### config.mk
export PLATFORM = sky130hd
export DESIGN_NAME = rts_toggle_frame_ook_transmitter
export DESIGN_NICKNAME = d
export VERILOG_FILES = /design/src/hdl/rtsook_pkg.sv /design/src/hdl/rts_toggle_frame_ook_transmitter.sv
export SDC_FILE = /design/constraint.sdc
export NUM_CORES = 1
export LEC_CHECK = 0
export ABC_AREA = 1
export BUFFER_PORTS_ARGS = -buffer_cell sky130_fd_sc_hd__buf_4
export CORE_UTILIZATION = 60
export DETAILED_ROUTE_END_ITERATION = 10
export PLACE_DENSITY_LB_ADDON = 0.3
export SYNTH_ARGS = -nofsm -noshare
export SYNTH_HDL_FRONTEND = slang
export SYNTH_SLANG_ARGS = --single-unit
### constraint.sdc
create_clock -name clk -period 7.49 [get_ports clk]
set_input_delay 0.3745 -clock clk [delete_from_list [all_inputs] [get_ports clk]]
set_output_delay 0.3745 -clock clk [all_outputs]
set_load 0.03 [all_outputs]
### src/hdl/rtsook_pkg.sv
// shared types and constants for the toggle-frame ook transmitter
`timescale 1ns / 1ps

package rtsook_pkg;

  // frame layout
  localparam int unsigned FRAME_BITS = 80;
  localparam logic [7:0]  FRAME_KEY = 8'hA4;
  localparam logic [7:0]  FRAME_MARK = 8'hF0;
  localparam logic [7:0]  EXT_BASE = 8'd196;
  localparam logic [7:0]  EXT_B9_FLAG = 8'h10;
  localparam logic [4:0]  EXT_WRAP = 5'd15;

  // operation codes
  localparam logic OP_TICK = 1'b0;
  localparam logic OP_START = 1'b1;

  // configuration register indexes
  localparam int unsigned CFG_INDEX_W = 3;
  localparam int unsigned CFG_DATA_W = 16;
  localparam logic [CFG_INDEX_W-1:0] CFG_ENABLE = 3'd0;
  localparam logic [CFG_INDEX_W-1:0] CFG_SYMBOL = 3'd1;
  localparam logic [CFG_INDEX_W-1:0] CFG_WAKE_HI = 3'd2;
  localparam logic [CFG_INDEX_W-1:0] CFG_WAKE_LO = 3'd3;
  localparam logic [CFG_INDEX_W-1:0] CFG_SOFT_HI = 3'd4;
  localparam logic [CFG_INDEX_W-1:0] CFG_FIRST_SYNC = 3'd5;
  localparam logic [CFG_INDEX_W-1:0] CFG_REPEAT_SYNC = 3'd6;

  // configuration reset values
  localparam logic [11:0] SYMBOL_RST = 12'd640;
  localparam logic [15:0] WAKE_HI_RST = 16'd10920;
  localparam logic [15:0] WAKE_LO_RST = 16'd7357;
  localparam logic [15:0] SOFT_HI_RST = 16'd4850;
  localparam logic [3:0]  FIRST_SYNC_RST = 4'd12;
  localparam logic [3:0]  REPEAT_SYNC_RST = 4'd6;

  // input word
  typedef struct packed {
    logic        operation;
    logic [23:0] remote_id;
    logic [15:0] rolling_code;
    logic [4:0]  repeat_count;
  } in_word_t;

  // result word
  typedef struct packed {
    logic line_level;
    logic busy_res;
    logic start_accepted;
    logic done_res;
  } out_word_t;

endpackage

### src/hdl/rts_toggle_frame_ook_transmitter.sv
// toggle-frame ook transmitter: frame builder, segment timer and manchester keyer
// the result word of an accepted input word is registered in the output register
// throughput: one word per cycle while out_ready is high; a result held back blocks in_ready
// while busy, each tick word advances the line one microsecond via one segment logic pass
// reset (rst_n low, synchronous): idle, no result pending, config registers at reset values
`timescale 1ns / 1ps

module rts_toggle_frame_ook_transmitter #(
  parameter int unsigned TICK_COUNTER_WIDTH = 16
) (
  input  logic                                  clk,
  input  logic                                  rst_n,
  input  logic                                  in_valid,
  output logic                                  in_ready,
  input  rtsook_pkg::in_word_t                  in_data,
  output logic                                  out_valid,
  input  logic                                  out_ready,
  output rtsook_pkg::out_word_t                 out_data,
  input  logic                                  cfg_we,
  input  logic [rtsook_pkg::CFG_INDEX_W-1:0]    cfg_index,
  input  logic [rtsook_pkg::CFG_DATA_W-1:0]     cfg_data
);

  localparam int unsigned TCW = TICK_COUNTER_WIDTH;
  localparam logic [23:0] TICK_CAP = 24'((1 << TCW) - 1);

  typedef enum logic [2:0] {
    PH_IDLE,
    PH_WAKE_HI,
    PH_WAKE_LO,
    PH_SYNC_HI,
    PH_SYNC_LO,
    PH_SOFT_HI,
    PH_SOFT_LO,
    PH_DATA
  } phase_t;

  typedef struct packed {
    phase_t         phase;
    logic           half;
    logic [TCW-1:0] tick;
    logic [3:0]     pulse;
    logic [6:0]     bit_idx;
    logic [4:0]     fidx;
  } tx_state_t;

  // state after a segment step, with end-of-transmission flag
  typedef struct packed {
    logic      fin;
    tx_state_t st;
  } step_t;

  // configuration view used by the segment logic
  typedef struct packed {
    logic       sym_zero;
    logic       wh_zero;
    logic       wl_zero;
    logic       sh_zero;
    logic [3:0] first_cnt;
    logic [3:0] repeat_cnt;
    logic [4:0] total;
  } ctx_t;

  // configuration registers
  logic        en_r;
  logic [11:0] sym_r;
  logic [15:0] wake_hi_r;
  logic [15:0] wake_lo_r;
  logic [15:0] soft_hi_r;
  logic [3:0]  first_sync_r;
  logic [3:0]  repeat_sync_r;

  // transmission state
  tx_state_t st_r, st_nxt;
  logic [4:0]  total_r, total_nxt;
  logic [55:0] frame_r, frame_nxt;

  // output register
  logic                  out_valid_r;
  rtsook_pkg::out_word_t out_data_r;
  rtsook_pkg::out_word_t res;

  logic     in_accept;
  ctx_t     cx;
  step_t    n1, adv, n2;
  logic [15:0]    len_raw;
  logic [23:0]    len_wide;
  logic [TCW-1:0] seg_len;
  logic [TCW-1:0] tick_inc;
  logic           seg_level;
  logic [rtsook_pkg::FRAME_BITS-1:0] frame_vec;
  logic [7:0] ext_b7_v;
  logic [7:0] ext_b9_v;
  logic [7:0] bytes_in [7];
  logic [7:0] bytes_ob [7];
  logic [3:0] csum;

  // sync pulse count of the frame in progress
  function automatic logic [3:0] sync_cnt(logic [4:0] fi, ctx_t c);
    return (fi == 5'd0) ? c.first_cnt : c.repeat_cnt;
  endfunction

  // extension byte 7 for a given frame number
  function automatic logic [7:0] ext_b7(logic [4:0] fi);
    logic [4:0] m;
    if (fi >= 5'(2 * rtsook_pkg::EXT_WRAP)) begin
      m = fi - 5'(2 * rtsook_pkg::EXT_WRAP);
    end else if (fi >= rtsook_pkg::EXT_WRAP) begin
      m = fi - rtsook_pkg::EXT_WRAP;
    end else begin
      m = fi;
    end
    return rtsook_pkg::EXT_BASE + {2'b00, m[3:0], 2'b00};
  endfunction

  // skip every zero-length segment from the given state
  function automatic step_t skip_empty(tx_state_t s, ctx_t c);
    step_t r;
    logic  to_sync;
    logic  to_soft;
    logic  to_fend;
    r.fin = 1'b0;
    r.st = s;
    to_sync = 1'b0;
    to_soft = 1'b0;
    to_fend = 1'b0;
    unique case (s.phase)
      PH_WAKE_HI: begin
        if (c.wh_zero) begin
          if (c.wl_zero) begin
            to_sync = 1'b1;
          end else begin
            r.st.phase = PH_WAKE_LO;
            r.st.tick = '0;
          end
        end
      end
      PH_WAKE_LO: begin
        if (c.wl_zero) to_sync = 1'b1;
      end
      PH_SYNC_HI, PH_SYNC_LO: begin
        if (c.sym_zero) to_soft = 1'b1;
      end
      PH_SOFT_HI: begin
        if (c.sh_zero) begin
          if (!c.sym_zero) begin
            r.st.phase = PH_SOFT_LO;
            r.st.tick = '0;
          end else begin
            to_fend = 1'b1;
          end
        end
      end
      PH_SOFT_LO, PH_DATA: begin
        if (c.sym_zero) to_fend = 1'b1;
      end
      default: ;
    endcase
    // entering the hardware sync of the current frame
    if (to_sync) begin
      r.st.pulse = '0;
      r.st.tick = '0;
      if (sync_cnt(s.fidx, c) != 4'd0 && !c.sym_zero) begin
        r.st.phase = PH_SYNC_HI;
      end else begin
        to_soft = 1'b1;
      end
    end
    // software sync, or its low half when the high time is zero
    if (to_soft) begin
      r.st.tick = '0;
      if (!c.sh_zero) begin
        r.st.phase = PH_SOFT_HI;
      end else if (!c.sym_zero) begin
        r.st.phase = PH_SOFT_LO;
      end else begin
        to_fend = 1'b1;
      end
    end
    // zero-length data: the frame ends at once
    if (to_fend) begin
      r.st.tick = '0;
      r.st.bit_idx = '0;
      r.st.half = 1'b0;
      r.st.pulse = '0;
      if (s.fidx < c.total && !c.sh_zero) begin
        r.st.fidx = s.fidx + 5'd1;
        r.st.phase = PH_SOFT_HI;
      end else begin
        r.st.phase = PH_IDLE;
        r.fin = 1'b1;
      end
    end
    return r;
  endfunction

  // move to the next segment after a finished one
  function automatic step_t advance(tx_state_t s, ctx_t c);
    step_t      r;
    logic [3:0] p;
    r.fin = 1'b0;
    r.st = s;
    r.st.tick = '0;
    p = s.pulse + 4'd1;
    unique case (s.phase)
      PH_WAKE_HI: r.st.phase = PH_WAKE_LO;
      PH_WAKE_LO: begin
        r.st.pulse = '0;
        r.st.phase = (sync_cnt(s.fidx, c) != 4'd0) ? PH_SYNC_HI : PH_SOFT_HI;
      end
      PH_SYNC_HI: r.st.phase = PH_SYNC_LO;
      PH_SYNC_LO: begin
        r.st.pulse = p;
        r.st.phase = (p != 4'd0 && p < sync_cnt(s.fidx, c)) ? PH_SYNC_HI : PH_SOFT_HI;
      end
      PH_SOFT_HI: r.st.phase = PH_SOFT_LO;
      PH_SOFT_LO: begin
        r.st.phase = PH_DATA;
        r.st.bit_idx = '0;
        r.st.half = 1'b0;
      end
      PH_DATA: begin
        if (!s.half) begin
          r.st.half = 1'b1;
        end else begin
          r.st.half = 1'b0;
          if (s.bit_idx == 7'(rtsook_pkg::FRAME_BITS - 1)) begin
            r.st.bit_idx = '0;
            if (s.fidx < c.total) begin
              r.st.fidx = s.fidx + 5'd1;
              r.st.pulse = '0;
              r.st.phase = (sync_cnt(s.fidx + 5'd1, c) != 4'd0) ? PH_SYNC_HI : PH_SOFT_HI;
            end else begin
              r.st.phase = PH_IDLE;
              r.fin = 1'b1;
            end
          end else begin
            r.st.bit_idx = s.bit_idx + 7'd1;
          end
        end
      end
      default: begin
        r.st.phase = PH_IDLE;
        r.fin = 1'b1;
      end
    endcase
    return r;
  endfunction

  assign in_ready = !out_valid_r || out_ready;
  assign in_accept = in_valid && in_ready;
  assign out_valid = out_valid_r;
  assign out_data = out_data_r;

  // configuration view
  always_comb begin
    cx.sym_zero = (sym_r == 12'd0);
    cx.wh_zero = (wake_hi_r == 16'd0);
    cx.wl_zero = (wake_lo_r == 16'd0);
    cx.sh_zero = (soft_hi_r == 16'd0);
    cx.first_cnt = first_sync_r;
    cx.repeat_cnt = repeat_sync_r;
    cx.total = total_r;
  end

  // state with empty segments skipped
  assign n1 = skip_empty(st_r, cx);

  // length of the current segment, saturated to the tick counter
  always_comb begin
    unique case (n1.st.phase)
      PH_WAKE_HI:           len_raw = wake_hi_r;
      PH_WAKE_LO:           len_raw = wake_lo_r;
      PH_SYNC_HI, PH_SYNC_LO: len_raw = {2'b00, sym_r, 2'b00};
      PH_SOFT_HI:           len_raw = soft_hi_r;
      PH_SOFT_LO, PH_DATA:  len_raw = {4'h0, sym_r};
      default:              len_raw = 16'd0;
    endcase
    len_wide = ({8'h00, len_raw} > TICK_CAP) ? TICK_CAP : {8'h00, len_raw};
    seg_len = len_wide[TCW-1:0];
  end

  // full frame with extension bytes for the frame in progress
  always_comb begin
    ext_b7_v = ext_b7(n1.st.fidx);
    ext_b9_v = rtsook_pkg::EXT_B9_FLAG
             | {4'h0, ext_b7_v[7:4] ^ ext_b7_v[3:0] ^ {3'b000, n1.st.fidx != 5'd0}};
    frame_vec = {frame_r, ext_b7_v, 8'h00, ext_b9_v};
  end

  // line level of the current segment
  always_comb begin
    unique case (n1.st.phase)
      PH_WAKE_HI, PH_SYNC_HI, PH_SOFT_HI: seg_level = 1'b1;
      PH_DATA: seg_level = frame_vec[7'(rtsook_pkg::FRAME_BITS - 1) - n1.st.bit_idx]
                         ^ n1.st.half ^ 1'b1;
      default: seg_level = 1'b0;
    endcase
  end

  // frame build for a start word
  always_comb begin
    bytes_in[0] = rtsook_pkg::FRAME_KEY;
    bytes_in[1] = rtsook_pkg::FRAME_MARK;
    bytes_in[2] = in_data.rolling_code[15:8];
    bytes_in[3] = in_data.rolling_code[7:0];
    bytes_in[4] = in_data.remote_id[23:16];
    bytes_in[5] = in_data.remote_id[15:8];
    bytes_in[6] = in_data.remote_id[7:0];
    csum = 4'h0;
    for (int i = 0; i < 7; i++) begin
      csum = csum ^ bytes_in[i][7:4] ^ bytes_in[i][3:0];
    end
    bytes_in[1] = bytes_in[1] | {4'h0, csum};
    // chained obfuscation
    bytes_ob[0] = bytes_in[0];
    for (int i = 1; i < 7; i++) begin
      bytes_ob[i] = bytes_in[i] ^ bytes_ob[i-1];
    end
  end

  // next state and result word
  always_comb begin
    st_nxt = st_r;
    total_nxt = total_r;
    frame_nxt = frame_r;
    res = '0;
    tick_inc = n1.st.tick + TCW'(1);
    adv = advance(n1.st, cx);
    n2 = skip_empty(adv.st, cx);
    if (in_data.operation == rtsook_pkg::OP_START) begin
      if (en_r && st_r.phase == PH_IDLE) begin
        frame_nxt = {bytes_ob[0], bytes_ob[1], bytes_ob[2], bytes_ob[3],
                     bytes_ob[4], bytes_ob[5], bytes_ob[6]};
        total_nxt = in_data.repeat_count;
        st_nxt = '0;
        st_nxt.phase = PH_WAKE_HI;
        res.start_accepted = 1'b1;
      end
    end else if (st_r.phase != PH_IDLE) begin
      if (n1.fin) begin
        st_nxt = n1.st;
        res.done_res = 1'b1;
      end else begin
        res.line_level = seg_level;
        if (tick_inc >= seg_len) begin
          if (adv.fin) begin
            st_nxt = adv.st;
            res.done_res = 1'b1;
          end else begin
            st_nxt = n2.st;
            res.done_res = n2.fin;
          end
        end else begin
          st_nxt = n1.st;
          st_nxt.tick = tick_inc;
        end
      end
    end
    res.busy_res = (st_nxt.phase != PH_IDLE);
  end

  // configuration writes
  always_ff @(posedge clk) begin
    if (!rst_n) begin
      en_r <= 1'b0;
      sym_r <= rtsook_pkg::SYMBOL_RST;
      wake_hi_r <= rtsook_pkg::WAKE_HI_RST;
      wake_lo_r <= rtsook_pkg::WAKE_LO_RST;
      soft_hi_r <= rtsook_pkg::SOFT_HI_RST;
      first_sync_r <= rtsook_pkg::FIRST_SYNC_RST;
      repeat_sync_r <= rtsook_pkg::REPEAT_SYNC_RST;
    end else if (cfg_we) begin
      unique case (cfg_index)
        rtsook_pkg::CFG_ENABLE:      en_r <= cfg_data[0];
        rtsook_pkg::CFG_SYMBOL:      sym_r <= cfg_data[11:0];
        rtsook_pkg::CFG_WAKE_HI:     wake_hi_r <= cfg_data;
        rtsook_pkg::CFG_WAKE_LO:     wake_lo_r <= cfg_data;
        rtsook_pkg::CFG_SOFT_HI:     soft_hi_r <= cfg_data;
        rtsook_pkg::CFG_FIRST_SYNC:  first_sync_r <= cfg_data[3:0];
        rtsook_pkg::CFG_REPEAT_SYNC: repeat_sync_r <= cfg_data[3:0];
        default: ;
      endcase
    end
  end

  // transmission state and output register
  always_ff @(posedge clk) begin
    if (!rst_n) begin
      st_r <= '0;
      total_r <= '0;
      out_valid_r <= 1'b0;
    end else if (in_accept) begin
      st_r <= st_nxt;
      total_r <= total_nxt;
      out_valid_r <= 1'b1;
    end else if (out_ready) begin
      out_valid_r <= 1'b0;
    end
  end

  // frame payload and result word
  always_ff @(posedge clk) begin
    if (in_accept) begin
      frame_r <= frame_nxt;
      out_data_r <= res;
    end
  end

  // a finished transmission leaves the block idle
  a_done_not_busy: assert property (@(posedge clk) disable iff (!rst_n)
    out_valid_r && out_data_r.done_res |-> !out_data_r.busy_res)
    else $error("done result reports busy");

  // an accepted start keys nothing and leaves the block busy
  a_start_busy: assert property (@(posedge clk) disable iff (!rst_n)
    out_valid_r && out_data_r.start_accepted |->
      out_data_r.busy_res && !out_data_r.line_level && !out_data_r.done_res)
    else $error("start result inconsistent");

  // the tick counter is cleared whenever the block is idle
  a_idle_tick: assert property (@(posedge clk) disable iff (!rst_n)
    st_r.phase == PH_IDLE |-> st_r.tick == '0)
    else $error("tick counter left running while idle");

  // the data bit index stays inside the frame
  a_bit_range: assert property (@(posedge clk) disable iff (!rst_n)
    st_r.phase == PH_DATA |-> st_r.bit_idx < 7'(rtsook_pkg::FRAME_BITS))
    else $error("bit index past end of frame");

  // the frame number never passes the repeat count
  a_frame_range: assert property (@(posedge clk) disable iff (!rst_n)
    st_r.phase != PH_IDLE |-> st_r.fidx <= total_r)
    else $error("frame number past repeat count");

endmodule
== Word-level counts from Yosys, hierarchy flattened ==
Index checks and enable logic that the tools add are counted.

* Add/subtract/negate cells: 10
* Multiply operators: 0
* Div/mod/pow operators: 0
* $lt $le $gt $ge: 8
* Eq/ne operators: 29
* Shift-type cells: 0
* Mux-type cells: 100
* Bitwise operators: 21
* Reductions and logical operators: 50

{| class="wikitable"
|+ Operators with widths
! kind !! number
|-
| $mux 36 || 6
|-
| $mux 16 || 8
|-
| $pmux 16 s5 || 1
|-
| $mux 37 || 2
|-
| $mux 3 || 24
|-
| $logic_not 16->1 || 3
|-
| $eq 3x3->1 const B || 15
|-
| $mux 4 || 11
|-
| $xor 4x4->4 || 10
|-
| $xor 8x8->8 || 5
|-
| $pmux 16 s2 || 1
|-
| $mux 1 || 27
|-
| $mux 5 || 5
|-
| $eq 3x2->1 const B || 8
|-
| $pmux 3 s7 || 1
|-
| $logic_not 5->1 || 4
|-
| $mux 20 || 1
|-
| $reduce_bool 4->1 || 5
|-
| $add 16x1->16 const B || 1
|-
| $ge 16x16->1 || 1
|-
| $add 5x1->5 const B || 3
|-
| $lt 5x5->1 || 3
|-
| $pmux 1 s2 || 7
|-
| $pmux 7 s2 || 1
|-
| other kinds (33) || 65
|}

* Register bits: 161
* Latch bits: 0
* RAM bits: 0
* ROM bits: 0
* Input bits: 70
* Memories: 0

== Longest topological paths before layout ==
Gate-level depths: netlist of the first run.

* Depth after elaboration: 34
* Gate-level depth with buffers: 41
* Depth with buffers taken out: 40

== Worst setup path after synthesis of the first run ==
OpenSTA, ideal clock, no wires.

* Kind: flip-flop to flip-flop
* Start: register st_r[0] in the netlist's numbering
* End: register st_r[28] in the netlist's numbering
* Library setup time: 0.070 ns
* Arrival: 4.935 ns
* Setup slack: 2.485 ns
* Stages on the path, launching flop included: 38
* Buffers on the path: 2
* Cells stage by stage: dfxtp_1 -> inv_1 -> ha_1 -> nand4_1 -> nand2_1 -> o21ai_1 -> nand2_2 -> o21ai_2 -> nand2_1 -> o21ai_2 -> a21oi_1 -> inv_1 -> nand2_1 -> nor2_1 -> ha_1 -> inv_1 -> nor2_1 -> nand2_1 -> [... 2 more ...] -> inv_2 -> nor2_1 -> nand2_1 -> inv_1 -> nand3_1 -> nor2_2 -> mux2i_1 -> inv_1 -> ha_1 -> nand2_1 -> inv_1 -> nand3_1 -> o2111ai_1 -> buf_2 -> nor2_1 -> clkbuf_1 -> nand2_1 -> a21oi_1

* Word-level cells in the longest chain between the ends: 29
* Elaborated cells on any way between the ends: 87
* Those cells by class: add/sub: 4; order compare: 4; eq/ne: 15; mux: 46; reduce/logical: 18

{| class="wikitable"
|+ Ends and longest elaborated chain
! item !! RTL line !! RTL
|-
| start, declared || rts_toggle_frame_ook_transmitter.sv:74 || <nowiki>tx_state_t st_r, st_nxt;</nowiki>
|-
| start signal, assigned || rts_toggle_frame_ook_transmitter.sv:394 || <nowiki>st_r <= st_nxt;</nowiki>
|-
| $logic_not 5->1 || rts_toggle_frame_ook_transmitter.sv:100 || <nowiki>return (fi == 5'd0) ? c.first_cnt : c.repeat_cnt;</nowiki>
|-
| $mux 4 || rts_toggle_frame_ook_transmitter.sv:100 ||
|-
| $reduce_bool 4->1 || rts_toggle_frame_ook_transmitter.sv:163 || <nowiki>if (sync_cnt(s.fidx, c) != 4'd0 && !c.sym_zero) begin</nowiki>
|-
| $logic_and 1x1->1 || rts_toggle_frame_ook_transmitter.sv:163 ||
|-
| $mux 1 || rts_toggle_frame_ook_transmitter.sv:163 ||
|-
| $mux 1 || rts_toggle_frame_ook_transmitter.sv:160 || <nowiki>if (to_sync) begin</nowiki>
|-
| $mux 1 || rts_toggle_frame_ook_transmitter.sv:170 || <nowiki>if (to_soft) begin</nowiki>
|-
| $mux 37 (*) || rts_toggle_frame_ook_transmitter.sv:181 || <nowiki>if (to_fend) begin</nowiki>
|-
| [... 13 more ...] || -- ||
|-
| $mux 1, on equally long branches || rts_toggle_frame_ook_transmitter.sv:172, rts_toggle_frame_ook_transmitter.sv:160 ||
|-
| $mux 1 || rts_toggle_frame_ook_transmitter.sv:170 ||
|-
| $mux 37 || rts_toggle_frame_ook_transmitter.sv:181 ||
|-
| $mux 36 || rts_toggle_frame_ook_transmitter.sv:347 || <nowiki>if (adv.fin) begin</nowiki>
|-
| $mux 36 || rts_toggle_frame_ook_transmitter.sv:346 || <nowiki>if (tick_inc >= seg_len) begin</nowiki>
|-
| $mux 36 (*) || rts_toggle_frame_ook_transmitter.sv:341 || <nowiki>if (n1.fin) begin</nowiki>
|-
| $mux 36 (*) || rts_toggle_frame_ook_transmitter.sv:340 || <nowiki>end else if (st_r.phase != PH_IDLE) begin</nowiki>
|-
| $mux 36 (*) || rts_toggle_frame_ook_transmitter.sv:331 || <nowiki>if (in_data.operation == rtsook_pkg::OP_START) begin</nowiki>
|}

Every way passes the cells marked *; elsewhere a longest branch is shown, timed or not. The select of a mux whose other input is x is not followed.
A chain may end at the register's enable or synchronous reset.

== Worst setup path in the final report of the first run ==
* Start: register sym_r[2]
* End: register st_r[7] in the netlist's numbering

* Word-level cells in the longest chain between the ends: 29
* Elaborated cells on any way between the ends: 96
* Those cells by class: add/sub: 4; order compare: 3; eq/ne: 15; mux: 57; reduce/logical: 17

{| class="wikitable"
|+ Ends and longest elaborated chain
! item !! RTL line !! RTL
|-
| start, declared || rts_toggle_frame_ook_transmitter.sv:66 || <nowiki>logic [11:0] sym_r;</nowiki>
|-
| start signal, assigned || rts_toggle_frame_ook_transmitter.sv:367 || <nowiki>sym_r <= rtsook_pkg::SYMBOL_RST;</nowiki>
|-
| start signal, assigned || rts_toggle_frame_ook_transmitter.sv:376 || <nowiki>rtsook_pkg::CFG_SYMBOL: sym_r <= cfg_data[11:0];</nowiki>
|-
| $logic_not 12->1 || rts_toggle_frame_ook_transmitter.sv:257 || <nowiki>cx.sym_zero = (sym_r == 12'd0);</nowiki>
|-
| $mux 1 || rts_toggle_frame_ook_transmitter.sv:142, rts_toggle_frame_ook_transmitter.sv:146, rts_toggle_frame_ook_transmitter.sv:155 ||
|-
| $mux 1 || rts_toggle_frame_ook_transmitter.sv:145 || <nowiki>if (c.sh_zero) begin</nowiki>
|-
| $pmux 1 s2 || rts_toggle_frame_ook_transmitter.sv:127 || <nowiki>unique case (s.phase)</nowiki>
|-
| $mux 1 || rts_toggle_frame_ook_transmitter.sv:174 || <nowiki>end else if (!c.sym_zero) begin</nowiki>
|-
| $mux 1 || rts_toggle_frame_ook_transmitter.sv:172 || <nowiki>if (!c.sh_zero) begin</nowiki>
|-
| $mux 1 || rts_toggle_frame_ook_transmitter.sv:170 ||
|-
| $mux 37 || rts_toggle_frame_ook_transmitter.sv:181 ||
|-
| [... 13 more ...] || -- ||
|-
| $mux 1, on equally long branches || rts_toggle_frame_ook_transmitter.sv:172, rts_toggle_frame_ook_transmitter.sv:160 ||
|-
| $mux 1 || rts_toggle_frame_ook_transmitter.sv:170 ||
|-
| $mux 37 || rts_toggle_frame_ook_transmitter.sv:181 ||
|-
| $mux 36 || rts_toggle_frame_ook_transmitter.sv:347 ||
|-
| $mux 36 || rts_toggle_frame_ook_transmitter.sv:346 ||
|-
| $mux 36 (*) || rts_toggle_frame_ook_transmitter.sv:341 ||
|-
| $mux 36 (*) || rts_toggle_frame_ook_transmitter.sv:340 ||
|-
| $mux 36 (*) || rts_toggle_frame_ook_transmitter.sv:331 ||
|}

Marked as above.

==> flow_summary.rst, run 1 <==
.. list-table::
   :header-rows: 1

   * - Metric
     - Value
   * - Result of the run
     - finished, final reports clean
   * - Number of failing hold endpoints at the final stage
     - 0
   * - Number of buffers inserted during clock tree synthesis
     - 17
   * - Die Ht
     - 137 um
   * - Count of buffers added by post-CTS timing repair for setup
     - 0
   * - Combinational family with the most area after synthesis
     - simple AND/OR/NAND/NOR gates
   * - Area growth, synth to finish
     - 12.0%
   * - Starting Density
     - 0.622
   * - Sequential cell fraction of total power
     - 0.423
   * - Violation count after the first detailed-routing iteration
     - 992
   * - Clock tree from TritonCTS
     - done
   * - Insertion delay to the later sink of the worst-skew pair
     - 0.45 ns
   * - Number of diodes added for antenna fixing
     - 0
   * - Switching part of the total
     - 0.305
   * - Most frequent cells in the layout
     - 314 x sky130_fd_sc_hd__nand2_1, 160 x sky130_fd_sc_hd__inv_1, 147 x sky130_fd_sc_hd__nor2_1
   * - Post-synthesis xor/xnor area fraction
     - 0.0724
   * - Fraction of the mapped netlist area in adder cells
     - 0.0541
   * - Number of slew-limit violations in the final report
     - 0
   * - Data arrival time of the worst path
     - 6.63 ns
   * - Routability-driven placement congestion ratio
     - 0.990
   * - Post-route minimum period
     - 6.26 ns
   * - Leakage power of the design
     - 5.30 nW
   * - Antenna violations before repair
     - 0
   * - Clock skew
     - 0.0139 ns
   * - Horiz. Die Dim
     - 137 um
   * - Final routed DRC violation total
     - 0
   * - Final hold slack
     - 0.133 ns
   * - Mux contribution to synthesized area
     - 0.000921
   * - Global-route wire length before repair
     - 48200 um
   * - Worst min path class
     - input pin to flop
   * - Synth Area in Simple Gates
     - 0.284
   * - Remaining number of nets flagged by the antenna check after routing
     - 0
   * - Setup repair after global routing missed its margin
     - no
   * - Maximum vdd drop
     - 0.174 mV
   * - Core outline area
     - 17500 um^2
   * - Critical Path Fanout Max
     - 21
   * - Count of max-cap constraint violations
     - 0
   * - Slowest CP cell
     - sky130_fd_sc_hd__dfxtp_1
   * - Max Fclk
     - 160 MHz
   * - Ys async rst share
     - 0
   * - Post-synthesis sequential element count
     - 159
   * - Warnings from Yosys
     - 0
   * - Total power of the final layout
     - 0.00223 W
   * - Final setup margin
     - 1.23 ns
   * - Number of cells produced by synthesis
     - 1505
   * - Cell internal power dissipation
     - 0.00155 W
   * - WL per Instance
     - 16.5 um
   * - Post-synthesis net count
     - 1622
   * - Detailed Place HPWL
     - 21700 um
   * - Maximum number of pins on one net before global-route repair
     - 73
   * - Mapped Avg Cell Area
     - 7.22 um^2
   * - Number of buffers added to fix hold violations after cts
     - 0
   * - Endpoint kind of the worst setup timing path
     - flop
   * - Final layout net count
     - 1679
   * - Number of buffers on the longest clock path
     - 2
   * - Post-CTS sizing
     - 0
   * - Actual slew at the worst max-slew pin
     - 0.948 ns
   * - Cell count after placement
     - 1768
   * - Cell row count
     - 48
   * - Detailed-router iteration count before antenna repair
     - 7
   * - I/O pin cnt
     - 76
   * - Number of synthesized flops with an enable pin
     - 48
   * - Setup violations, final
     - 0
   * - Area fraction in compound gates after synthesis
     - 0.168
   * - Most frequent standard cell in the layout excluding fill and tap cells
     - sky130_fd_sc_hd__nand2_1
   * - Sequential fraction of the synthesis area
     - 0.337
   * - Total GRT Usage
     - 0.333
   * - Clk slew on worst S/H paths
     - 0.07 ns
   * - Power per Cell Area
     - 183 nW/um^2
   * - Routed vias
     - 10.5k
   * - Worst Path Class, Setup
     - flop to flop
   * - Final global-route overflow total
     - 0
   * - Root buffer cell
     - sky130_fd_sc_hd__clkbuf_16
   * - Via count of the first global-routing pass
     - 9560
   * - Yosys cell types
     - 64
   * - Critical path required time
     - 7.86 ns
   * - Count of buffers from port buffering
     - 75
   * - Most frequent cell on the critical path
     - sky130_fd_sc_hd__nand2_1
   * - Placement Setup Slack
     - 1.38 ns
   * - Share of the cycle needed by the critical path after routing
     - 0.836
   * - Wire length after detailed routing
     - 29700 um
   * - Clock share of power
     - 0.402
   * - Net Switching
     - 0.000681 W
   * - Startpoint kind of the worst setup timing path
     - flop
   * - Filler Cells Inserted
     - 1468
   * - Final TNS setup
     - 0 ns
   * - Synth Flop Type
     - sky130_fd_sc_hd__dfxtp_1
   * - Final cell count without fillers
     - 1800
   * - Rel. slew slack
     - 0.365
   * - Maximum single-stage delay on the critical path
     - 0.37 ns
   * - Mapped Area
     - 10900 um^2
   * - Part of the power in combinational logic
     - 0.175
   * - Die area
     - 18700 um^2
   * - Number of vias per cell
     - 5.85
   * - Reg-to-reg setup timing slack
     - 1.23 ns
   * - Fraction of layout cells with a size suffix above 1
     - 0.141
   * - Clk sink count
     - 159
   * - Level count of the clock H-tree
     - 4
[cells in the mapped netlist, types with 31 or more instances]
| master | instances | share of area |
|---|---|---|
| sky130_fd_sc_hd__nor2_1 | 148 | 0.051 |
| sky130_fd_sc_hd__ha_1 | 47 | 0.054 |
| sky130_fd_sc_hd__clkbuf_1 | 36 | 0.012 |
| sky130_fd_sc_hd__edfxtp_1 | 48 | 0.13 |
| sky130_fd_sc_hd__nand2_1 | 314 | 0.11 |
| sky130_fd_sc_hd__o21ai_0 | 92 | 0.042 |
| sky130_fd_sc_hd__xor2_1 | 57 | 0.046 |
| sky130_fd_sc_hd__inv_1 | 161 | 0.056 |
| sky130_fd_sc_hd__xnor2_1 | 31 | 0.025 |
| sky130_fd_sc_hd__nand3_1 | 113 | 0.052 |
| sky130_fd_sc_hd__a21oi_1 | 96 | 0.044 |
| sky130_fd_sc_hd__dfxtp_1 | 111 | 0.20 |
[worst max-delay path: cells and delay by family, from the launching register on]
family,cells,cell delay (ns)
adders and majority gates,1,0.35
and+or+nand+nor,18,2.63
buffers and inverters,6,1.24
DFF,1,0.37
AOI/OAI and AO/OA,11,1.56
[kinds of logic (layout without fill, tap and decap cells)]
kind of cell / count (synthesis) / in the layout
buffers and inverters: 234 / 304
flip-flops: 159 / 159
AO/OA/AOI/OAI: 303 / 303
multiplexers: 1 / 1
adder cells (fa/ha/maj): 47 / 47
AND/OR/NAND/NOR: 672 / 672
XOR/XNOR: 89 / 89
[layout make-up]
cell class | count | area (um^2) | area share
clock inverters | 14 | 168 | 0.0138
inverters | 188 | 707 | 0.0581
well taps | 225 | 282 | 0.0231
multi-input cells | 1112 | 6300 | 0.517
clock buffers | 18 | 429 | 0.0352
flip-flops and latches | 159 | 3660 | 0.301
repair buffers | 84 | 631 | 0.0518
[worst paths after layout]
path,from,endpoint,cells after the start
min reg2reg,st_r[9],st_r[9],2
max reg2reg,sym_r[2],st_r[7],36
min,in_data[18],frame_r[37],1
max,sym_r[2],st_r[7],36
[routing by layer]
| metal | track usage | up-vias | routed length, um |
|---|---|---|---|
| met5 | 0 | - | 0 |
| met4 | 0.115 | 0 | 635 |
| met3 | 0.0607 | 64 | 2460 |
| met2 | 0.517 | 493 | 13600 |
| met1 | 0.464 | 4842 | 13000 |
| li1 | - | 5134 | - |
[power by group through the flow]
stage / sequential, W / clock [W] / combinational [W]
after global routing: 0.000945 / 0.000938 / 0.000434
after global placement: 0.000962 / 0 / 0.000373
after CTS: 0.000943 / 0.000902 / 0.000388
after floorplan: 0.000962 / 0 / 0.000268
after detailed placement: 0.000962 / 0 / 0.000385
final: 0.000943 / 0.000897 / 0.000391
[state kept, by name, indices dropped and copies added, names as in the netlist, 5 cells and up]
register / flops
total_r: 5
frame_r: 44
soft_hi_r: 16
wake_hi_r: 16
sym_r: 12
st_r: 36
wake_lo_r: 16
[through the flow]
stage | utilization | instance area, um^2
finish | 0.697 | 12200
global route | 0.697 | 12200
CTS | 0.697 | 12200
detailed placement | 0.663 | 11600
global placement | 0.663 | 11600
floorplan | - | 10900
No activity file was read; power rests on OpenSTA's default activity.
==> run 2, diff against run 1 <==
CORE_UTILIZATION = 56   (was 60)
clock period = 5.2 ns   (was 7.49 ns; I/O delays follow)
==> run 2 against run 1 <==
The run now ends with negative setup slack left. Fmax grew 19%. Die area is 7.0% higher. Utilization fell by 0.077 points. Sequential power up 44%. Global-route usage down 2.7 points. Cell count is 6.2% higher. Largest power group unchanged.
==> flow_summary.rst, run 2 (same netlist as run 1, synthesis figures left out) <==
.. list-table::
   :header-rows: 1

   * - Metric
     - Value
   * - Net Switching
     - 0.00101 W (+48%)
   * - Final setup margin
     - -0.0664 ns (-1.30 ns)
   * - Max Fclk
     - 190 MHz (+19%)
   * - Number of slew-limit violations in the final report
     - 0 (unchanged)
   * - Clk slew on worst S/H paths
     - 0.07 ns (about the same)
   * - Clk sink count
     - 159 (unchanged)
   * - Antenna violations before repair
     - 0 (unchanged)
   * - Die area
     - 20000 um^2 (+7.0%)
   * - Crit path buf inv count
     - 9 (+3)
   * - Total power of the final layout
     - 0.00330 W (+48%)
   * - Most frequent standard cell in the layout excluding fill and tap cells
     - sky130_fd_sc_hd__nand2_1
   * - Number of buffers added to fix hold violations after cts
     - 0 (unchanged)
   * - Actual slew at the worst max-slew pin
     - 1.17 ns (+0.222 ns)
   * - Level count of the clock H-tree
     - 4 (unchanged)
   * - Endpoint kind of the worst setup timing path
     - flop
   * - Final routed DRC violation total
     - 0 (unchanged)
   * - Switching part of the total
     - 0.307 (+0.00152)
   * - Core outline area
     - 18900 um^2 (+8.1%)
   * - Sequential cell fraction of total power
     - 0.411 (-0.012)
   * - Clock share of power
     - 0.398 (-0.004)
   * - Total GRT Usage
     - 0.306 (-0.0272)
   * - Setup repair after global routing missed its margin
     - yes
   * - Final TNS setup
     - -0.0806 ns (-0.0806 ns)
   * - Routed vias
     - 10.8k (+3.0%)
   * - Finished Core Util
     - 0.696 (-0.000775)
   * - Number of flip-flops in the largest register
     - 44 (unchanged)
   * - Data arrival time of the worst path
     - 5.62 ns (-1.01 ns)
   * - Top register by number of flip-flops
     - frame_r
   * - Root buffer cell
     - sky130_fd_sc_hd__clkbuf_16
   * - I/O pin cnt
     - 76 (unchanged)
   * - Detailed Place HPWL
     - 22400 um (+2.9%)
   * - Post-route minimum period
     - 5.27 ns (-0.993 ns)
   * - Violation count after the first detailed-routing iteration
     - 1158 (+17%)
   * - Destination of the critical timing path
     - st_r[10]
   * - Global-route wire length before repair
     - 48500 um (+0.74%)
   * - Detailed-router iteration count before antenna repair
     - 5 (-2)
   * - Remaining number of nets flagged by the antenna check after routing
     - 0 (unchanged)
   * - Routability-driven placement congestion ratio
     - 0.961 (-3.0%)
   * - Register area
     - 3670 um^2 (+0.17%)
   * - Register-to-Register Path Depth
     - 40 (+11%)
   * - Slowest CP cell
     - sky130_fd_sc_hd__or3_4
   * - Cell internal power dissipation
     - 0.00229 W (+47%)
   * - Worst flop-to-flop path endpoint
     - st_r[10]
   * - Cell Area, Placed
     - 12100 um^2 (+4.4%)
   * - Horiz. Die Dim
     - 141 um (+3.5%)
   * - Setup violations, final
     - 2 (+2)
   * - Number of diodes added for antenna fixing
     - 0 (unchanged)
   * - Filler Cells Inserted
     - 1595 (+8.7%)
   * - Rel. slew slack
     - 0.217 (-0.149)
   * - Count of buffers from port buffering
     - 75 (unchanged)
   * - Area taken by multi-input logic gates
     - 6580 um^2 (+4.5%)
   * - Leading registers by flop count
     - frame_r x44, st_r x36
   * - Worst min path class
     - input pin to flop
   * - Leakage power of the design
     - 5.71 nW (+7.8%)
   * - Startpoint kind of the worst setup timing path
     - flop
   * - Fraction of layout cells with a size suffix above 1
     - 0.225 (+0.0844)
   * - Number of vias per cell
     - 5.68 (-3.0%)
   * - Wire length after detailed routing
     - 31000 um (+4.1%)
   * - CP Launch Point
     - wake_hi_r[3]
   * - Cell depth of the worst setup path
     - 40 (+11%)
   * - Starting Density
     - 0.575 (-0.0466)
   * - Area growth, synth to finish
     - 21.0%
   * - Maximum vdd drop
     - 0.212 mV (+21%)
   * - Result of the run
     - finished with violations
   * - WL per Instance
     - 16.2 um (-1.9%)
   * - Number of buffers on the longest clock path
     - 2 (unchanged)
   * - Critical path required time
     - 5.55 ns (-2.31 ns)
   * - Die Ht
     - 141 um (+3.5%)
   * - Clock skew
     - 0.0177 ns (+0.00378 ns)
   * - Final cell count without fillers
     - 1911 (+6.2%)
   * - Cell row count
     - 50 (+4.2%)
   * - Number of failing hold endpoints at the final stage
     - 0 (unchanged)
   * - Reg-to-reg setup timing slack
     - -0.07 ns (-1.30 ns)
   * - Via count of the first global-routing pass
     - 9927 (+3.8%)
   * - Maximum number of pins on one net before global-route repair
     - 73 (unchanged)
   * - Worst path top cell family by delay
     - simple AND/OR/NAND/NOR gates
   * - Insertion delay to the later sink of the worst-skew pair
     - 0.45 ns (about the same)
   * - Startpoint of the most critical register-to-register path
     - wake_hi_r[3]
   * - Violations in the final reports
     - negative setup slack
   * - Number of buffers inserted during clock tree synthesis
     - 17 (unchanged)
   * - Maximum single-stage delay on the critical path
     - 0.36 ns (about the same)
   * - Final global-route overflow total
     - 0 (unchanged)
   * - Final instance area
     - 13100 um^2 (+8.0%)
   * - Share of the cycle needed by the critical path after routing
     - 1.01 (+0.177)
   * - Count of max-cap constraint violations
     - 0 (unchanged)
   * - Worst Path Class, Setup
     - flop to flop
   * - Part of the power in combinational logic
     - 0.190 (+0.015)
   * - Clock tree from TritonCTS
     - done
   * - Final layout net count
     - 1755 (+4.5%)
   * - Most frequent cells in the layout
     - 307 x sky130_fd_sc_hd__nand2_1, 152 x sky130_fd_sc_hd__buf_4, 149 x sky130_fd_sc_hd__inv_1
   * - Critical Path Fanout Max
     - 6 (-71%)
   * - Power per Cell Area
     - 251 nW/um^2 (+37%)
   * - Cell count after placement
     - 1864 (+5.4%)
## run 2: area by class of cell
| type | instances | share of cell area |
|---|---|---|
| repair buffers | 159 | 0.0937 |
| well taps | 260 | 0.0247 |
| clock buffers | 17 | 0.0324 |
| multi-input cells | 1113 | 0.500 |
| flip-flops and latches | 159 | 0.279 |
| inverters | 188 | 0.0555 |
| clock inverters | 15 | 0.0143 |
## run 2: repair_timing
item,4_1_cts,5_1_grt
buffers inserted,0,14
cloned,0,2
resized for setup,4,103
endpoints found under the setup margin,8,39
pin swaps,0,30
## run 2: worst min path at each step
stage / depth (start not counted) / from / end / slack [ns]
after floorplan: 0 / in_data[18] / frame_r[37] / 0.36
after global placement: 2 / st_r[22] / st_r[22] / 0.45
after detailed placement: 2 / st_r[31] / st_r[31] / 0.46
after CTS: 1 / in_data[18] / frame_r[37] / 0.009
after global routing: 1 / in_data[18] / frame_r[37] / 0.01
final: 1 / in_data[18] / frame_r[37] / 0.009
## run 2: routing by layer
metal / global-route usage / wire length, um / vias to the layer above
met3: 0.0526 / 2680 / 73
met1: 0.423 / 13400 / 4923
met2: 0.485 / 14100 / 558
li1: - / - / 5294
met5: 0 / 0 / -
met4: 0.103 / 872 / 0
## run 2: worst reg2reg max path: cells and delay by family (launching register included)
kind,cells,cell delay (ns)
fa+ha+maj,2,0.44
mux,1,0.19
flops,1,0.34
simple gates,20,2.52
compound gates,8,0.96
buf+inv,9,0.76
## run 2: stage by stage
stage | hold WS, ns | worst slack, ns
3_5_place_dp | 0.456 | 0.0743
6_report | 0.00855 | -0.0664
4_1_cts | 0.00872 | 0.0154
2_1_floorplan | 0.359 | 0.195
5_1_grt | 0.0123 | -0.320
3_3_place_gp | 0.452 | 0.149
## run 2: power groups by stage
stage	logic (W)	clock network (W)	registers, W
floorplan	0.000386	0	0.00139
global placement	0.000563	0	0.00138
detailed placement	0.000575	0	0.00138
CTS	0.000580	0.00131	0.00135
global route	0.000692	0.00136	0.00136
finish	0.000627	0.00131	0.00136
==> run 3, diff against run 2 <==
CORE_UTILIZATION = 60   (was 56)
PLACE_DENSITY_LB_ADDON = 0.12   (was 0.3)
clock period = 5.25 ns   (was 5.2 ns; I/O delays follow)
==> run 3 against run 2 <==
The run now ends clean. Utilization increased by 4.9 points. Non-clock buffer count fell by 3. Cell area shrank 1.0%. Cell count decreased by 2.0%. Critical path depth shrank 2. Worst hold slack improved by 0.028 ns. Combinational power about the same. Power is 1.9% lower. Sequential share of layout area is 0.32 points higher. Clock power is 3% lower. Register-to-register slack gained 0.22 ns. Largest power group unchanged. Highest routed layer unchanged.
==> flow_summary.rst, run 3 (same netlist as run 1, synthesis figures left out) <==
.. list-table::
   :header-rows: 1

   * - Metric
     - Value
   * - Filler Cells Inserted
     - 1356 (-15%)
   * - Detailed-router iteration count before antenna repair
     - 5 (unchanged)
   * - Worst Path Class, Setup
     - flop to flop
   * - Rel. slew slack
     - 0.365 (+0.148)
   * - Critical path required time
     - 5.61 ns (+0.06 ns)
   * - Count of buffers from port buffering
     - 75 (unchanged)
   * - Result of the run
     - finished, final reports clean
   * - Detailed Place HPWL
     - 22600 um (+1.2%)
   * - Placement Setup Slack
     - 0.0348 ns (-0.0395 ns)
   * - Routing usage on met1
     - 0.477 (+0.0538)
   * - Starting Density
     - 0.622 (+0.0466)
   * - Die area
     - 18700 um^2 (-6.6%)
   * - Most frequent standard cell in the layout excluding fill and tap cells
     - sky130_fd_sc_hd__nand2_1
   * - Part of the power in combinational logic
     - 0.193 (+0.003)
   * - Met2 Resource Use GR
     - 0.526 (+0.0411)
   * - Leakage power of the design
     - 5.71 nW (-0.14%)
   * - Number of failing hold endpoints at the final stage
     - 0 (unchanged)
   * - Wire length after detailed routing
     - 31200 um (+0.59%)
   * - Routed vias
     - 10.9k (+0.074%)
   * - Count of max-cap constraint violations
     - 0 (unchanged)
   * - Die Ht
     - 137 um (-3.3%)
   * - Switching part of the total
     - 0.310 (+0.00353)
   * - Fraction of layout cells with a size suffix above 1
     - 0.219 (-0.00613)
   * - Endpoint kind of the worst setup timing path
     - flop
   * - Worst hold path cell count
     - 1 (unchanged)
   * - Number of vias per cell
     - 5.80 (+2.2%)
   * - Setup violations, final
     - 0 (-2)
   * - Number of slew-limit violations in the final report
     - 0 (unchanged)
   * - Slowest CP cell
     - sky130_fd_sc_hd__or3_4
   * - Data arrival time of the worst path
     - 5.45 ns (-0.17 ns)
   * - Clock tree from TritonCTS
     - done
   * - Max Fclk
     - 196 MHz (+3.3%)
   * - Leading registers by flop count
     - frame_r x44, st_r x36
   * - Maximum number of pins on one net before global-route repair
     - 73 (unchanged)
   * - Insertion delay to the later sink of the worst-skew pair
     - 0.45 ns (about the same)
   * - Final instance area
     - 13000 um^2 (-1.0%)
   * - Clock share of power
     - 0.392 (-0.006)
   * - Share of the cycle needed by the critical path after routing
     - 0.971 (-0.0418)
   * - Crit path buf inv count
     - 10 (+1)
   * - Final global-route overflow total
     - 0 (unchanged)
   * - Violation count after the first detailed-routing iteration
     - 1088 (-6.0%)
   * - Global-route track usage on met3
     - 0.0489 (-0.00376)
   * - Post-route minimum period
     - 5.10 ns (-0.169 ns)
   * - Final setup margin
     - 0.153 ns (+0.219 ns)
   * - Level count of the clock H-tree
     - 4 (unchanged)
   * - Hold_sp
     - in_data[20]
   * - Setup repair after global routing missed its margin
     - yes
   * - Maximum vdd drop
     - 0.276 mV (+31%)
   * - Final routed DRC violation total
     - 0 (unchanged)
   * - Remaining number of nets flagged by the antenna check after routing
     - 0 (unchanged)
   * - Startpoint kind of the worst setup timing path
     - flop
   * - Clk sink count
     - 159 (unchanged)
   * - Worst flop-to-flop path endpoint
     - st_r[9]
   * - Startpoint of the most critical register-to-register path
     - sym_r[9]
   * - Most frequent cells in the layout
     - 305 x sky130_fd_sc_hd__nand2_1, 151 x sky130_fd_sc_hd__buf_4, 150 x sky130_fd_sc_hd__inv_1
   * - Horiz. Die Dim
     - 137 um (-3.3%)
   * - Final layout net count
     - 1751 (-0.23%)
   * - Critical Path Fanout Max
     - 8 (+2)
   * - Power per Cell Area
     - 249 nW/um^2 (-0.86%)
   * - I/O pin cnt
     - 76 (unchanged)
   * - Routability-driven placement congestion ratio
     - 0.957 (-0.40%)
   * - Number of buffers on the longest clock path
     - 2 (unchanged)
   * - GRT Max-Usage Layer
     - met2
   * - Global-route wire length before repair
     - 48800 um (+0.46%)
   * - Reg-to-reg setup timing slack
     - 0.15 ns (+0.22 ns)
   * - Register-to-Register Path Depth
     - 38 (-5.0%)
   * - Number of diodes added for antenna fixing
     - 0 (unchanged)
   * - Via count of the first global-routing pass
     - 9777 (-1.5%)
   * - Clock skew
     - 0.0236 ns (+0.00588 ns)
   * - Clk slew on worst S/H paths
     - 0.07 ns (about the same)
   * - Sequential cell fraction of total power
     - 0.415 (+0.004)
   * - Cell row count
     - 48 (-4.0%)
   * - WL per Instance
     - 16.6 um (+2.7%)
   * - Cell Area, Placed
     - 11900 um^2 (-1.4%)
   * - Actual slew at the worst max-slew pin
     - 0.951 ns (-0.219 ns)
   * - Top register by number of flip-flops
     - frame_r
   * - Number of flip-flops in the largest register
     - 44 (unchanged)
   * - Cell internal power dissipation
     - 0.00223 W (-2.4%)
   * - Net Switching
     - 0.00100 W (-0.75%)
   * - Area growth, synth to finish
     - 19.7%
   * - Root buffer cell
     - sky130_fd_sc_hd__clkbuf_16
   * - Maximum single-stage delay on the critical path
     - 0.36 ns (about the same)
   * - Worst min path class
     - input pin to flop
   * - Core outline area
     - 17500 um^2 (-7.5%)
   * - Antenna violations before repair
     - 0 (unchanged)
   * - Total GRT Usage
     - 0.337 (+0.0310)
   * - Final hold slack
     - 0.0368 ns (+0.0283 ns)
   * - Number of buffers inserted during clock tree synthesis
     - 17 (unchanged)
   * - Endpoint with the worst hold slack
     - frame_r[39]
   * - Worst path top cell family by delay
     - simple AND/OR/NAND/NOR gates
run 3: what timing repair did:
item | CTS | global route
gates resized for setup | 2 | 95
hold buffers | 1 | 0
hold endpoints to repair | 1 | 0
pin swaps | 0 | 43
setup buffers | 0 | 27
endpoints found under the setup margin | 8 | 39
run 3: final cells by class:
| class | count | area (um^2) | area share |
|---|---|---|---|
| inverters | 188 | 731 | 0.0561 |
| clock inverters | 14 | 158 | 0.0121 |
| repair buffers | 156 | 1190 | 0.0916 |
| multi-input cells | 1112 | 6540 | 0.502 |
| well taps | 225 | 282 | 0.0216 |
| clock buffers | 18 | 439 | 0.0337 |
| flip-flops and latches | 159 | 3670 | 0.282 |
run 3: power groups by stage:
stage / Combinational, W / Sequential (W) / Clock [W]
CTS: 0.000574 / 0.00134 / 0.00127
global route: 0.000687 / 0.00135 / 0.00132
global placement: 0.000556 / 0.00137 / 0
finish: 0.000624 / 0.00134 / 0.00127
detailed placement: 0.000569 / 0.00137 / 0
floorplan: 0.000383 / 0.00137 / 0
run 3: metrics by stage:
stage	TNS (ns)	cells	power, W	util
after floorplan	0	1505	0.00175	-
after global placement	0	1813	0.00193	0.682
after detailed placement	0	1813	0.00194	0.682
after CTS	0	1846	0.00319	0.717
after global routing	-4.77	1872	0.00335	0.745
final	0	1872	0.00323	0.745
run 3: worst max-delay path by stage:
stage	slack, ns	end	from	depth (start not counted)
floorplan	0.24	st_r[28]	st_r[0]	37
global placement	0.15	st_r[7]	soft_hi_r[7]	37
detailed placement	0.03	st_r[7]	wake_lo_r[4]	39
CTS	0.02	out_data[2]	wake_lo_r[7]	38
global route	-0.23	st_r[9]	wake_hi_r[5]	40
finish	0.15	st_r[9]	sym_r[9]	38
run 3: per-layer routing:
layer | part of all wire | routed length (um)
met4 | 0.025 | 775
met3 | 0.082 | 2550
met5 | 0 | 0
met2 | 0.46 | 14200
met1 | 0.44 | 13600
